### config.mk
export PLATFORM = sky130hd
export DESIGN_NAME = ctv_ram
export DESIGN_NICKNAME = d
export VERILOG_FILES = /design/src/rtl/ctv_ram.sv
export SDC_FILE = /design/constraint.sdc
export NUM_CORES = 2
export LEC_CHECK = 0
export BUFFER_PORTS_ARGS = -buffer_cell sky130_fd_sc_hd__buf_2
export CAP_MARGIN = 30
export CORE_ASPECT_RATIO = 1.2
export CORE_MARGIN = 8
export CORE_UTILIZATION = 48
export CTS_CLUSTER_DIAMETER = 150
export CTS_CLUSTER_SIZE = 12
export DETAILED_ROUTE_END_ITERATION = 8
export GPL_TIMING_DRIVEN = 0
export HOLD_SLACK_MARGIN = 0.08
export PLACE_DENSITY_LB_ADDON = 0.3
export RECOVER_POWER = 25
export SLEW_MARGIN = 20
export SYNTH_ARGS = -nofsm -noshare
export SYNTH_HDL_FRONTEND = slang
export SYNTH_SLANG_ARGS = --single-unit
### constraint.sdc
create_clock -name clock -period 4.65 [get_ports clock]
set_input_delay 0.93 -clock clock [delete_from_list [all_inputs] [get_ports clock]]
set_output_delay 0.93 -clock clock [all_outputs]
set_load 0.005 [all_outputs]
### src/rtl/ctv_ram.sv
// Generic single-write, single-read synchronous RAM with registered read data.
module ctv_ram #(
   parameter int  WIDTH = 32,
   parameter int  DEPTH = 64,
   localparam int AW    = (DEPTH > 1) ? $clog2(DEPTH) : 1
) (
   input  logic             clock,
   input  logic             we,
   input  logic [AW-1:0]    waddr,
   input  logic [WIDTH-1:0] wdata,
   input  logic [AW-1:0]    raddr,
   output logic [WIDTH-1:0] rdata
);

   logic [WIDTH-1:0] mem [DEPTH];
   logic [WIDTH-1:0] rdata_ff;

   always_ff @(posedge clock) begin
      if (we) begin
         mem[waddr] <= wdata;
      end
      rdata_ff <= mem[raddr];
   end

   assign rdata = rdata_ff;

endmodule

==> results.md <==
- Fraction of layout cells with a size suffix above 1: 29.60%
- DP Wirelength: 158700 um
- Maximum VDD drop: 0.0003456 V
- Minimum clock period: 4.306 ns
- DRT antenna net count: 0
- Final WL: 238600 um
- First-pass iteration count of the detailed router: 5
- Status: finished with violations
- Total power: 37160 uW
- Global placement routability congestion: 0.8565
- Cell Pwr Density: 409.6 nW/um^2
- Crit path kind: in -> reg
- Die height: 459.0 um
- Initial DRC count: 6449
- Number of setup violations in the final report: 0
- Yosys top cell area share: 78.33%
- Synth area leader: edfxtp_1
- Non-filler instance count after layout: 5970
- Setup Buffers After CTS: 0
- Post-route DRC: 0
- Num CTS Buffers: 191
- Mux contribution to synthesized area: 16.79%
- CTS tree: done
- Hold_buf cts: 0
- Min-Delay Path Class: in -> reg
- Clock Skew: 0.02772 ns
- Startpoint types: input pin
- Arrival @ worst endpoint: 4.94 ns
- Top-count cell post-synth: edfxtp_1
- Worst Max-Slew Pin Slew: 2.880 ns
- Clock sink count: 2080
- Cells after DPL: 5689
- Static Leak: 0.02813 uW
- Clock latency at the later pin of the worst-skew pair: 0.85 ns
- Fraction of registers with async set/reset: 0%
- Post-Synth Simple-Gate Area: 1.265%
- Yosys warnings: 0
- WP data required: 5.29 ns
- Clk root buf: clkbuf_16
- Syn Std Cell Area: 78520 sq um
- Critical Path End Type: flip-flop
- Port Buffers: 69
- Compound-Gate Fraction of Synth Area: 1.673%
- Top post-synthesis cells by count: edfxtp_1, mux4_2, nor2_1
- Netlist cell types: 34
- Die area: 176800 sq um
- Vias in the first global route: 39220
- Worst-path clk slew: 0.06 ns
- Synthesis-to-layout area growth: 15.55%
- Clock Tree Buf Depth: 3
- Gr ovfl total: 0
- H-tree depth: 4
- Drt wl/cell: 39.97 um
- Final Hold Fails: 0
- Max-slew headroom: -91.99%
- Reg2Reg Setup Slack: 2.04 ns
- Row count: 162
- IO Pins: 78
- Top post-synthesis cells by area: edfxtp_1, mux4_2, mux2i_1
- Hold WS: 0.6430 ns
- Crit-path max FO: 10
- Mapped Nets: 3370
- XOR/XNOR Fraction of Synth Area: 0%
- DR vias: 39850
- Final Slew Violations: 852
- Main flop type after synthesis: edfxtp_1
- Register bit count reported by yosys: 2080
- FMAX: 0.2322 GHz
- Post-Synth Adder-Cell Area: 0%
- Global-route wire length before repair: 322400 um
- Largest net degree at the start of global routing: 65
- Die width: 385.2 um
- Final core utilization: 55.81%
- Initial antenna violation count: 27
- Nets: 3805
- Period utilization: 92.60%
- Max-Cap Viols: 17
- Global-route usage over all layers: 26.77%
- Fill cells: 11710
- Unrepaired setup endpoints after global routing: no
- Post-DR vias/cell: 6.676
- Failing checks: max-capacitance violations, max-slew violations
- CTS resizes: 0
- Largest family of logic cells by synthesized area: multiplexers
- Post-synthesis cell count: 3324
- Syn_area_per_cell: 23.62 sq um
- Number of synthesized flops with an enable pin: 2048
- Initial Util: 48.30%
- Core Area: 162600 sq um
- Register area share after synthesis: 79.14%
[stage by stage]
step	worst slack [ns]	area (sq um)	TNS, ns
after global routing	0.4517	90690	0
final	0.3443	90720	0
after CTS	0.5709	90720	0
after floorplan	0.5602	78520	0
after global placement	-3.703	81530	-2540.22
after detailed placement	-0.3039	85470	-2.124
[sequential cells by signal, summed over array words and instances, names as in the netlist]
signal  flops
mem      2048
rdata      32
[power by group]
group | internal (uW) | total (uW) | switching (uW) | leakage, uW
clock network | 7590 | 14200 | 6580 | 0.00255
registers | 20800 | 20800 | 41.4 | 0.0187
logic | 745 | 2180 | 1440 | 0.00689
total | 29100 | 37200 | 8060 | 0.0281
[logic make-up (layout without fill, tap and decap cells)]
| family | count (synthesis) | in the layout |
|---|---|---|
| buffers and inverters | 182 | 682 |
| multiplexers | 637 | 637 |
| AND/OR/NAND/NOR | 223 | 223 |
| flip-flops | 2080 | 2080 |
| other | 0 | 14 |
| AO/OA/AOI/OAI | 202 | 202 |
[path summary, 6_finish.rpt]
path,from,endpoint,depth (start not counted)
max,raddr[1],rdata[19],9
min,wdata[0],mem[16][0],1
max reg2reg,mem[50][1],rdata[1],5
min reg2reg,mem[42][27],rdata[27],5
[layer usage]
layer | GRT usage, % | up-vias | part of all wire (%)
li1 | - | 15070 | -
met2 | 42.69 | 2942 | 48
met5 | 0 | - | 0.014
met4 | 11.86 | 6 | 5.4
met3 | 6.924 | 600 | 12
met1 | 35.01 | 21230 | 35
[cell type report]
class                           count  area, sq um  share of cell area (%)
Clock buffer                      247         5096                   5.617
Sequential cell                  2080        62140                   68.49
Timing Repair Buffer              242         3757                   4.142
Clock inverter                     11        152.6                  0.1683
Tap cell                         2132         2668                   2.940
Buffer                            182        903.4                  0.9957
Multi-Input combinational cell   1062        15970                   17.60
Antenna cell                       14        35.03                 0.03862
[critical path: stages]
cell	delay [ns]
buf_2	0.32
buf_2	0.55
buf_2	0.47
nand2_1	0.49
clkbuf_1	0.49
o22ai_1	0.37
nor2_1	0.22
a21oi_1	0.85
nor2_1	0.22
[cell usage in the layout (no fill, tap or decap), types with 3 or more instances in the layout]
cell	synthesis	routed
a21oi_1	62	62
a22oi_1	12	12
a311oi_1	8	8
a41o_1	4	4
and3_1	4	4
buf_1	21	19
buf_12	0	73
buf_16	0	58
buf_2	57	96
buf_4	25	52
buf_6	5	17
buf_8	0	4
clkbuf_1	74	144
clkbuf_16	0	196
clkbuf_2	0	12
clkinv_8	0	3
dfxtp_1	32	32
diode_2	0	14
edfxtp_1	2048	2048
inv_16	0	3
inv_6	0	5
mux2i_1	93	93
mux4_2	544	544
nand2_1	26	26
nand2b_1	8	8
nand3_1	5	5
nand3b_1	5	5
nor2_1	137	75
nor2_4	0	62
nor2b_1	15	15
nor3_1	7	5
o221ai_1	27	27
o22ai_1	84	83
o32ai_1	4	4
or3_1	3	3
or3b_2	3	3
Note: power is estimated with default switching activity, not from simulation.
