$ cat config.mk
export PLATFORM = sky130hd
export DESIGN_NAME = ctv_ctrl
export DESIGN_NICKNAME = d
export VERILOG_FILES = /design/src/rtl/ctv_pkg.sv /design/src/rtl/ctv_ctrl.sv
export SDC_FILE = /design/constraint.sdc
export NUM_CORES = 1
export LEC_CHECK = 0
export BUFFER_PORTS_ARGS = -buffer_cell sky130_fd_sc_hd__buf_4
export CAP_MARGIN = 20
export CORE_AREA = 4 4 364 366
export CTS_CLUSTER_SIZE = 28
export DETAILED_ROUTE_END_ITERATION = 8
export DIE_AREA = 0 0 368 370
export GPL_TIMING_DRIVEN = 1
export PLACE_DENSITY = 0.43
export SYNTH_ARGS = -nofsm -noshare
export SYNTH_HDL_FRONTEND = slang
export SYNTH_SLANG_ARGS = --single-unit
$ cat constraint.sdc
create_clock -name clock -period 16.2 [get_ports clock]
set_input_delay 1.62 -clock clock [delete_from_list [all_inputs] [get_ports clock]]
set_output_delay 1.62 -clock clock [all_outputs]
set_load 0.005 [all_outputs]
$ cat src/rtl/ctv_pkg.sv
// Shared types and constants of the checkpoint table validator.
package ctv_pkg;

   localparam int MAX_ENTRIES = 64;
   localparam int IDX_W       = (MAX_ENTRIES > 1) ? $clog2(MAX_ENTRIES) : 1;
   localparam int CNT_W       = $clog2(MAX_ENTRIES + 1);
   localparam int HASH_W      = 256;

   localparam logic [15:0] UNLOCK_WINDOW_RESET = 16'd10;
   localparam logic [0:0]  REG_UNLOCK_WINDOW   = 1'b0;

   typedef enum logic [0:0] {
      OP_INSERT = 1'b0,
      OP_QUERY  = 1'b1
   } opcode_type;

   typedef enum logic [1:0] {
      ST_OK   = 2'd0,
      ST_DUP  = 2'd1,
      ST_FULL = 2'd2
   } status_type;

   typedef enum logic [1:0] {
      S_IDLE,
      S_SCAN,
      S_DONE
   } state_type;

   typedef struct packed {
      logic              op;
      logic [31:0]       blk_height;
      logic [31:0]       chain_height;
      logic [HASH_W-1:0] hash;
   } item_type;

   typedef struct packed {
      logic [1:0] insert_status;
      logic       is_checkpoint;
      logic       hash_ok;
      logic       in_zone;
      logic       alt_allowed;
   } result_type;

   typedef struct packed {
      logic              we;
      logic [IDX_W-1:0]  waddr;
      logic [IDX_W-1:0]  raddr;
      logic [31:0]       wheight;
      logic [HASH_W-1:0] whash;
   } ram_req_type;

endpackage

$ cat src/rtl/ctv_ctrl.sv
// Sequencer that scans the checkpoint memories and forms one result per request.
module ctv_ctrl (
   input  logic                         clock,
   input  logic                         reset,
   input  logic                         item_valid,
   output logic                         item_ready,
   input  ctv_pkg::item_type            item,
   input  logic [15:0]                  unlock_window,
   output logic                         res_valid,
   input  logic                         res_ready,
   output ctv_pkg::result_type          res,
   output ctv_pkg::ram_req_type         ram,
   input  logic [31:0]                  height_rdata,
   input  logic [ctv_pkg::HASH_W-1:0]   hash_rdata
);

   ctv_pkg::state_type          state_ff, state_in;
   ctv_pkg::item_type           item_ff, item_in;
   logic [ctv_pkg::CNT_W-1:0]   issue_ff, issue_in;
   logic                        pend_ff, pend_in;
   logic                        matched_ff, matched_in;
   logic                        hash_eq_ff, hash_eq_in;
   logic                        pfound_ff, pfound_in;
   logic [31:0]                 best_ff, best_in;
   logic [ctv_pkg::CNT_W-1:0]   count_ff, count_in;
   logic [31:0]                 top_ff, top_in;

   logic                        is_query;
   logic                        zone;
   logic [31:0]                 floor_height;
   logic                        alt;
   logic                        full;

   always_ff @(posedge clock) begin
      if (reset) begin
         state_ff <= ctv_pkg::S_IDLE;
         count_ff <= '0;
         top_ff   <= '0;
         pend_ff  <= 1'b0;
      end else begin
         state_ff <= state_in;
         count_ff <= count_in;
         top_ff   <= top_in;
         pend_ff  <= pend_in;
      end
   end

   always_ff @(posedge clock) begin
      item_ff    <= item_in;
      issue_ff   <= issue_in;
      matched_ff <= matched_in;
      hash_eq_ff <= hash_eq_in;
      pfound_ff  <= pfound_in;
      best_ff    <= best_in;
   end

   // Query answers, valid once the scan has drained.
   assign is_query     = (item_ff.op == ctv_pkg::OP_QUERY);
   assign zone         = (count_ff != '0) && (item_ff.blk_height <= top_ff);
   assign floor_height = item_ff.chain_height - {16'd0, unlock_window};
   assign full         = (count_ff >= ctv_pkg::CNT_W'(ctv_pkg::MAX_ENTRIES));

   always_comb begin
      priority if (item_ff.blk_height == 32'd0) begin
         alt = 1'b0;
      end else if ((item_ff.blk_height < floor_height) && !zone) begin
         alt = 1'b0;
      end else begin
         alt = !pfound_ff || (best_ff < item_ff.blk_height);
      end
   end

   always_comb begin
      state_in   = state_ff;
      item_in    = item_ff;
      issue_in   = issue_ff;
      pend_in    = 1'b0;
      matched_in = matched_ff;
      hash_eq_in = hash_eq_ff;
      pfound_in  = pfound_ff;
      best_in    = best_ff;
      count_in   = count_ff;
      top_in     = top_ff;
      item_ready = 1'b0;
      res_valid  = 1'b0;
      res        = '0;

      ram.we      = 1'b0;
      ram.waddr   = count_ff[ctv_pkg::IDX_W-1:0];
      ram.raddr   = issue_ff[ctv_pkg::IDX_W-1:0];
      ram.wheight = item_ff.blk_height;
      ram.whash   = item_ff.hash;

      // Compare the entry whose read data arrives this cycle.
      if (pend_ff) begin
         if (height_rdata == item_ff.blk_height) begin
            matched_in = 1'b1;
            hash_eq_in = (hash_rdata == item_ff.hash);
         end
         if ((height_rdata <= item_ff.chain_height) &&
             (!pfound_ff || (height_rdata > best_ff))) begin
            pfound_in = 1'b1;
            best_in   = height_rdata;
         end
      end

      unique case (state_ff)
         ctv_pkg::S_IDLE: begin
            item_ready = 1'b1;
            if (item_valid) begin
               item_in    = item;
               issue_in   = '0;
               matched_in = 1'b0;
               hash_eq_in = 1'b0;
               pfound_in  = 1'b0;
               best_in    = '0;
               state_in   = ctv_pkg::S_SCAN;
            end
         end
         ctv_pkg::S_SCAN: begin
            if (issue_ff < count_ff) begin
               pend_in  = 1'b1;
               issue_in = issue_ff + ctv_pkg::CNT_W'(1);
            end else if (!pend_ff) begin
               state_in = ctv_pkg::S_DONE;
            end
         end
         ctv_pkg::S_DONE: begin
            if (is_query) begin
               res.insert_status = ctv_pkg::ST_OK;
               res.is_checkpoint = matched_ff;
               res.hash_ok       = !matched_ff || hash_eq_ff;
               res.in_zone       = zone;
               res.alt_allowed   = alt;
            end else if (matched_ff) begin
               res.insert_status = ctv_pkg::ST_DUP;
            end else if (full) begin
               res.insert_status = ctv_pkg::ST_FULL;
            end else begin
               res.insert_status = ctv_pkg::ST_OK;
            end
            if (res_ready) begin
               res_valid = 1'b1;
               state_in  = ctv_pkg::S_IDLE;
               if (!is_query && !matched_ff && !full) begin
                  ram.we   = 1'b1;
                  count_in = count_ff + ctv_pkg::CNT_W'(1);
                  if ((count_ff == '0) || (item_ff.blk_height > top_ff)) begin
                     top_in = item_ff.blk_height;
                  end
               end
            end
         end
         default: begin
            state_in = ctv_pkg::S_IDLE;
         end
      endcase
   end

endmodule

==> flow_results.xml, run 1 <==
<?xml version="1.0" encoding="UTF-8"?>
<metrics>
  <group name="clock_tree">
    <metric name="clk_pin_slew_worst_paths" unit="ns">0.05</metric>
    <metric name="postCtsHoldBufs" unit="">0</metric>
    <metric name="clock_sink_count" unit="">405</metric>
    <metric name="ctsHtreeMaxLevel" unit="">2</metric>
    <metric name="cts_setup_buffers" unit="">0</metric>
    <metric name="ctsLongestPathBuffers" unit="">3</metric>
    <metric name="clock_insertion_delay_worst_skew" unit="ns">0.68</metric>
    <metric name="numCtsBuffers" unit="">58</metric>
    <metric name="tritoncts" unit="">yes</metric>
    <metric name="clockRootBuffer" unit="">clkbuf_16</metric>
    <metric name="postCtsResizedCells" unit="">0</metric>
  </group>
  <group name="finish">
    <metric name="drive_gt1_share" unit="%">36.30</metric>
    <metric name="final_nets" unit="">3650</metric>
    <metric name="commonest_non_fill_non_tap_cell_in_the_layout" unit="">buf_4</metric>
    <metric name="regArea" unit="sq um">11390</metric>
    <metric name="nFillCells" unit="">13911</metric>
    <metric name="multi_input_gate_area_in_the_final_layout" unit="sq um">9560</metric>
    <metric name="commonest_cells_after_routing_fill_and_taps_aside" unit="">956 x buf_4, 328 x edfxtp_1, 203 x xor2_1, 187 x inv_1, 183 x ha_1</metric>
    <metric name="area_growth_syn_to_layout" unit="%">37.15</metric>
  </group>
  <group name="synth">
    <metric name="synth_async_reset_ratio" unit="%">0</metric>
    <metric name="synth_xor_area_share" unit="%">10.92</metric>
    <metric name="yosys_register_bits" unit="">405</metric>
    <metric name="synth_enable_flop_cells" unit="">328</metric>
    <metric name="synth_compound_area_share" unit="%">7.877</metric>
    <metric name="synth.lib_cells_used.distinct" unit="">63</metric>
    <metric name="synth_simple_gate_area_share" unit="%">9.937</metric>
    <metric name="synthesis.nets" unit="">2972</metric>
    <metric name="post_synth_instance_area" unit="sq um">24050</metric>
    <metric name="yosysTopAreaCell" unit="">edfxtp_1</metric>
    <metric name="ys_dominant_reg_cell" unit="">edfxtp_1</metric>
    <metric name="synthTopCellsByArea" unit="">edfxtp_1 41%, ha_1 9.5%, buf_4 9.4%</metric>
    <metric name="syn_area_per_cell" unit="sq um">11.14</metric>
    <metric name="synth_seq_area_share" unit="%">47.36</metric>
    <metric name="synth_top_area_share" unit="%">40.96</metric>
    <metric name="synthMuxAreaShare" unit="%">1.373</metric>
    <metric name="synth_adder_area_share" unit="%">9.604</metric>
    <metric name="synthCells" unit="">2159</metric>
    <metric name="synth.yosys.warnings" unit="">0</metric>
    <metric name="main_combinational_cell_family_by_area_after_synthesis" unit="">buffers and inverters</metric>
  </group>
  <group name="outcome">
    <metric name="status" unit="">complete, no violations</metric>
  </group>
  <group name="timing">
    <metric name="hold_viol_final" unit="">0</metric>
    <metric name="finalSetupViolCount" unit="">0</metric>
    <metric name="setup_tns" unit="ns">0</metric>
    <metric name="final_max_slew_viol_count" unit="">0</metric>
    <metric name="fin_skew" unit="ns">0.06226</metric>
    <metric name="min_period_over_period" unit="%">46.67</metric>
    <metric name="worst_slack" unit="ns">8.639</metric>
    <metric name="rsz_0062_raised_after_global_routing" unit="">no</metric>
    <metric name="achievable-frequency" unit="MHz">132.3</metric>
    <metric name="timing.final.crit_period" unit="ns">7.561</metric>
    <metric name="slew_headroom" unit="%">30.03</metric>
    <metric name="transition_at_the_pin_with_the_smallest_max_transition_slack" unit="ns">1.046</metric>
  </group>
  <group name="grt">
    <metric name="globalRouteOverflowTotal" unit="">0</metric>
    <metric name="number_of_global_route_vias_before_repair" unit="">19473</metric>
    <metric name="grt_start_max_net_pins" unit="">101</metric>
    <metric name="wire_length_of_the_first_global_routing_pass" unit="mm">179.8</metric>
    <metric name="grt_resource_usage_total" unit="%">19.65</metric>
    <metric name="antenna_found_initial" unit="">36</metric>
  </group>
  <group name="min_path">
    <metric name="holdCritStartpoint" unit="">top_ff[11]</metric>
    <metric name="hold_path_end" unit="">top_ff[11]</metric>
    <metric name="worst_hold_path_type" unit="">reg -&gt; reg</metric>
    <metric name="hold_depth" unit="">2</metric>
  </group>
  <group name="critical_path">
    <metric name="worst-endpoint-required" unit="ns">14.58</metric>
    <metric name="rrSetupSlack" unit="ns">12.46</metric>
    <metric name="critical_path_arrival" unit="ns">5.94</metric>
    <metric name="worst-setup-path-type" unit="">in -&gt; out</metric>
    <metric name="worstRegToRegCells" unit="">10</metric>
    <metric name="crit-reg2reg-capture" unit="">best_ff[16]</metric>
    <metric name="worst_setup_path_end_kind" unit="">output pin</metric>
    <metric name="critical_path.reg2reg.startpoint" unit="">item_ff[282]</metric>
    <metric name="critical_path_source_type" unit="">input port</metric>
    <metric name="timing.critical_path.fanout_max" unit="">5</metric>
  </group>
  <group name="pwr">
    <metric name="leakage" unit="nW">13.66</metric>
    <metric name="powerDensity" unit="nW/um^2">106.3</metric>
    <metric name="peak_supply_drop" unit="mV">0.07845</metric>
  </group>
  <group name="drt">
    <metric name="drt.antenna.violating_nets" unit="">0</metric>
    <metric name="detail_route.first_pass.iterations" unit="">5</metric>
    <metric name="detail_route.wl_per_cell" unit="um">30.10</metric>
    <metric name="detail_route.vias_per_cell" unit="">4.095</metric>
    <metric name="totalWireLength" unit="mm">139.5</metric>
    <metric name="drc_errors" unit="">0</metric>
    <metric name="routed-via-count" unit="">18982</metric>
    <metric name="drt_iter0_markers" unit="">1374</metric>
  </group>
  <group name="die">
    <metric name="fp.dieW" unit="um">368</metric>
    <metric name="floorplan.initialDensity" unit="%">18.62</metric>
    <metric name="floorplan.io_pins" unit="">938</metric>
    <metric name="dieArea" unit="sq um">136200</metric>
    <metric name="rows" unit="">132</metric>
    <metric name="die_y" unit="um">370</metric>
    <metric name="core_area" unit="sq um">129200</metric>
  </group>
  <group name="placement">
    <metric name="place_worst_setup_slack" unit="ns">8.592</metric>
    <metric name="buffer_ports.inserted" unit="">937</metric>
    <metric name="globalplace.congestion" unit="">0.9176</metric>
    <metric name="dp_hpwl" unit="mm">121.1</metric>
  </group>
  <group name="job">
    <metric name="max_cap_violations" unit="">0</metric>
  </group>
</metrics>
## metal layers
layer	global-route usage [%]	wire, um	up-vias
met5	0	117	-
met2	33.95	68570	770
li1	-	-	8801
met1	23.68	56460	9225
met3	5.742	10280	170
met4	5.616	4071	16
## cell type report
cell class                 instances  share of cell area (%)
clock buffer                      75                   4.780
timing repair buffer             956                   21.76
antenna                            6                 0.04552
sequential                       405                   34.54
clock inverter                    35                   1.123
inverter                         188                   2.162
tap                             1742                   6.608
multi-input combinational       1228                   28.99
## cell families after synthesis
| family | count (synthesis) |
|---|---|
| adders and majority gates | 184 |
| and+or+nand+nor | 424 |
| buffers and inverters | 526 |
| muxes | 33 |
| xor gates and xnor gates | 299 |
| DFF | 405 |
| AOI/OAI and AO/OA | 288 |
## how the worst max path moves through the flow
stage                      from  endpoint  slack, ns  cells past startpoint
4_1_cts        unlock_window[0]    res[0]       8.59                     20
6_report       unlock_window[0]    res[0]       8.64                     20
5_1_grt        unlock_window[0]    res[0]       8.13                     20
2_1_floorplan        item_valid  is_query       4.74                      3
3_5_place_dp   unlock_window[0]    res[0]       8.59                     20
3_3_place_gp   unlock_window[0]    res[0]       8.52                     20
## stage by stage
step / power (mW) / cells / utilization [%] / hold slack [ns] / area [sq um]
floorplan: 1.815 / 2159 / - / 0.4319 / 24050
global placement: 2.222 / 4519 / 24.02 / 0.4591 / 31020
detailed placement: 2.223 / 4519 / 24.02 / 0.4613 / 31020
CTS: 3.574 / 4629 / 25.53 / 0.4733 / 32970
global route: 3.673 / 4633 / 25.53 / 0.4861 / 32980
finish: 3.507 / 4635 / 25.54 / 0.4692 / 32980
## sequential cells by signal (all words and copies together), names as in the netlist
signal,count
hash_eq_ff,1
count_ff,7
issue_ff,7
item_ff,32
is_query,1
pend_ff,1
top_ff,32
ram,288
best_ff,32
pfound_ff,1
state_ff,2
matched_ff,1
## worst max-delay path, cell delays in order
cell and delay, ns:
buf_4 0.11, ha_1 0.21, inv_1 0.08, fa_1 0.20, a21o_1 0.12, a21oi_1 0.10
o21ai_0 0.37, a211oi_1 0.26, o32ai_1 0.95, nor2_1 0.11, xnor2_1 0.17, ha_1 0.30
o21ai_0 0.08, o21ai_0 0.17, o211ai_1 0.12, a21oi_1 0.15, o21a_1 0.12, a31oi_1 0.05
a31oi_1 0.41, buf_4 0.21
## power breakdown
group | switching (mW) | internal [mW]
clock network | 0.550 | 0.768
logic | 0.437 | 0.355
registers | 0.134 | 1.26
## synth_stat cells (all sizes together), types with 5 or more instances
cell type,n
o211ai,15
nand2,39
and3,6
a221oi,5
nor4,75
a21o,34
buf,306
dfxtp,77
xnor2,96
o31ai,33
nor3,13
o21ai,26
xor2,203
a22o,8
nor2b,11
o22ai,8
o21a,10
a31oi,7
or3,5
edfxtp,328
nand2b,72
nand3,16
inv,188
a211oi,11
nor2,66
nand4,99
ha,183
mux2i,33
a21oi,98
clkbuf,32
Power figures use the tool's default switching activity.
==> run 2, diff against run 1 <==
CORE_AREA = 4 4 368 370   (was 4 4 364 366)
DIE_AREA = 0 0 372 374   (was 0 0 368 370)
PLACE_DENSITY = 0.42   (was 0.43)
clock period = 7.5 ns   (was 16.2 ns; I/O delays follow)
==> run 2 against run 1 <==
Worst hold slack got worse by 0.22 ns. Die area grew 2.2%. Critical path depth unchanged. Clock skew shrank 0.026 ns. Wire length shrank 1.7%. Sequential power rose by 110%. Clock-buffer cell count down 2. Non-clock buffer count increased by 1. Final area down 0.11%. Clock power increased by 110%. Utilization fell by 0.69 points.
==> flow_results.xml, run 2 (same netlist as run 1, synthesis figures left out) <==
<?xml version="1.0" encoding="UTF-8"?>
<metrics>
  <group name="pwr">
    <metric name="leakage" unit="nW">13.64</metric>
    <metric name="peak_supply_drop" unit="mV">0.1600</metric>
    <metric name="powerDensity" unit="nW/um^2">226.8</metric>
  </group>
  <group name="drt">
    <metric name="detail_route.wl_per_cell" unit="um">29.44</metric>
    <metric name="totalWireLength" unit="mm">137.2</metric>
    <metric name="drt_iter0_markers" unit="">1347</metric>
    <metric name="drt.antenna.violating_nets" unit="">0</metric>
    <metric name="drc_errors" unit="">0</metric>
    <metric name="routed-via-count" unit="">19060</metric>
    <metric name="detail_route.first_pass.iterations" unit="">5</metric>
    <metric name="detail_route.vias_per_cell" unit="">4.091</metric>
  </group>
  <group name="finish">
    <metric name="commonest_non_fill_non_tap_cell_in_the_layout" unit="">buf_4</metric>
    <metric name="drive_gt1_share" unit="%">36.49</metric>
    <metric name="multi_input_gate_area_in_the_final_layout" unit="sq um">9560</metric>
    <metric name="finalInstanceArea" unit="sq um">32950</metric>
    <metric name="largest_register_ff_count" unit="">288</metric>
    <metric name="commonest_cells_after_routing_fill_and_taps_aside" unit="">955 x buf_4, 328 x edfxtp_1, 203 x xor2_1, 187 x inv_1, 183 x ha_1</metric>
    <metric name="nFillCells" unit="">14309</metric>
    <metric name="final_nets" unit="">3650</metric>
    <metric name="regArea" unit="sq um">11390</metric>
    <metric name="area_growth_syn_to_layout" unit="%">37.00</metric>
  </group>
  <group name="clock_tree">
    <metric name="clk_pin_slew_worst_paths" unit="ns">0.06</metric>
    <metric name="numCtsBuffers" unit="">57</metric>
    <metric name="postCtsHoldBufs" unit="">0</metric>
    <metric name="clock_insertion_delay_worst_skew" unit="ns">0.67</metric>
    <metric name="clock_sink_count" unit="">405</metric>
    <metric name="tritoncts" unit="">yes</metric>
    <metric name="cts_setup_buffers" unit="">0</metric>
    <metric name="ctsLongestPathBuffers" unit="">3</metric>
    <metric name="postCtsResizedCells" unit="">0</metric>
    <metric name="ctsHtreeMaxLevel" unit="">2</metric>
    <metric name="clockRootBuffer" unit="">clkbuf_16</metric>
  </group>
  <group name="timing">
    <metric name="hold_viol_final" unit="">0</metric>
    <metric name="rsz_0062_raised_after_global_routing" unit="">no</metric>
    <metric name="fin_skew" unit="ns">0.03655</metric>
    <metric name="achievable-frequency" unit="MHz">168.1</metric>
    <metric name="setup_tns" unit="ns">0</metric>
    <metric name="final_max_slew_viol_count" unit="">0</metric>
    <metric name="slew_headroom" unit="%">34.98</metric>
    <metric name="transition_at_the_pin_with_the_smallest_max_transition_slack" unit="ns">0.9753</metric>
    <metric name="finalSetupViolCount" unit="">0</metric>
    <metric name="worst_slack" unit="ns">1.552</metric>
    <metric name="timing.final.crit_period" unit="ns">5.948</metric>
    <metric name="min_period_over_period" unit="%">79.31</metric>
  </group>
  <group name="grt">
    <metric name="grt_start_max_net_pins" unit="">126</metric>
    <metric name="grt_resource_usage_total" unit="%">19.02</metric>
    <metric name="antenna_found_initial" unit="">23</metric>
    <metric name="globalRouteOverflowTotal" unit="">0</metric>
    <metric name="number_of_global_route_vias_before_repair" unit="">19470</metric>
    <metric name="wire_length_of_the_first_global_routing_pass" unit="mm">177.9</metric>
  </group>
  <group name="die">
    <metric name="fp.dieW" unit="um">372</metric>
    <metric name="floorplan.initialDensity" unit="%">18.13</metric>
    <metric name="dieArea" unit="sq um">139100</metric>
    <metric name="core_area" unit="sq um">132600</metric>
    <metric name="die_y" unit="um">374</metric>
    <metric name="floorplan.io_pins" unit="">938</metric>
    <metric name="rows" unit="">134</metric>
  </group>
  <group name="min_path">
    <metric name="worst_hold_path_type" unit="">in -&gt; reg</metric>
  </group>
  <group name="critical_path">
    <metric name="critical_path_arrival" unit="ns">5.20</metric>
    <metric name="timing.critical_path.fanout_max" unit="">5</metric>
    <metric name="worst-endpoint-required" unit="ns">6.75</metric>
    <metric name="critical_path_source_type" unit="">register</metric>
    <metric name="worst_setup_path_end_kind" unit="">output pin</metric>
    <metric name="worst-setup-path-type" unit="">reg -&gt; out</metric>
  </group>
  <group name="job">
    <metric name="max_cap_violations" unit="">0</metric>
  </group>
  <group name="placement">
    <metric name="buffer_ports.inserted" unit="">937</metric>
    <metric name="post_dp_cell_area" unit="sq um">31070</metric>
    <metric name="globalplace.congestion" unit="">0.9081</metric>
    <metric name="place_worst_setup_slack" unit="ns">1.754</metric>
    <metric name="dp_hpwl" unit="mm">118.9</metric>
  </group>
  <group name="outcome">
    <metric name="status" unit="">complete, no violations</metric>
  </group>
</metrics>
==> run 2: through the flow <==
stage,hold slack [ns],cells,util (%),total power [mW]
4_1_cts,0.1713,4654,24.83,7.624
5_1_grt,0.1896,4656,24.84,7.840
3_3_place_gp,0.4597,4544,23.42,4.791
2_1_floorplan,0.4319,2159,-,3.871
3_5_place_dp,0.4605,4546,23.43,4.800
6_report,0.2510,4659,24.84,7.472
==> run 2: worst paths after layout <==
| kind | startpoint | endpoint | slack [ns] | depth (start not counted) |
|---|---|---|---|---|
| worst min-delay path | item[211] | ram[211] | 0.25 | 1 |
| worst min register to register | top_ff[23] | top_ff[23] | 0.47 | 2 |
| worst max-delay path | item_ff[256] | res[0] | 1.55 | 20 |
| worst max register to register | ram[41] | hash_eq_ff | 3.76 | 7 |
==> run 2: power breakdown <==
part | internal, mW | leakage (nW) | switching [mW] | total (mW)
Clock | 1.57 | 0.916 | 1.19 | 2.76
Sequential | 2.73 | 3.75 | 0.273 | 3.00
Combinational | 0.769 | 8.97 | 0.941 | 1.71
Total | 5.07 | 13.6 | 2.40 | 7.47
==> run 2: per-layer routing <==
layer	wire length, um	track usage [%]	up-vias
li1	-	-	8808
met1	55410	23.18	9359
met2	69280	33.82	747
met3	9814	4.777	140
met4	2602	3.665	6
met5	58	0	-
==> run 2: layout make-up <==
class,count,area share [%]
Antenna cell,5,0.03798
Clock buffer,73,4.728
Clock inverter,35,0.9266
Inverter,188,2.165
Multi-Input combinational cell,1228,29.02
Sequential cell,405,34.57
Tap cell,1768,6.714
Timing Repair Buffer,957,21.84
==> run 2: critical path: stages, from the launching register on <==
cell	delay [ns]
edfxtp_1	0.40
inv_1	0.08
ha_1	0.16
inv_1	0.05
fa_1	0.39
a21o_1	0.18
a21oi_1	0.26
o21ai_0	0.25
a211oi_1	0.53
o32ai_1	0.32
nor2_1	0.19
xnor2_1	0.08
ha_1	0.30
o21ai_0	0.09
o21ai_0	0.16
o211ai_1	0.12
a21oi_1	0.13
o21a_1	0.12
a31oi_1	0.04
a31oi_1	0.48
buf_4	0.20
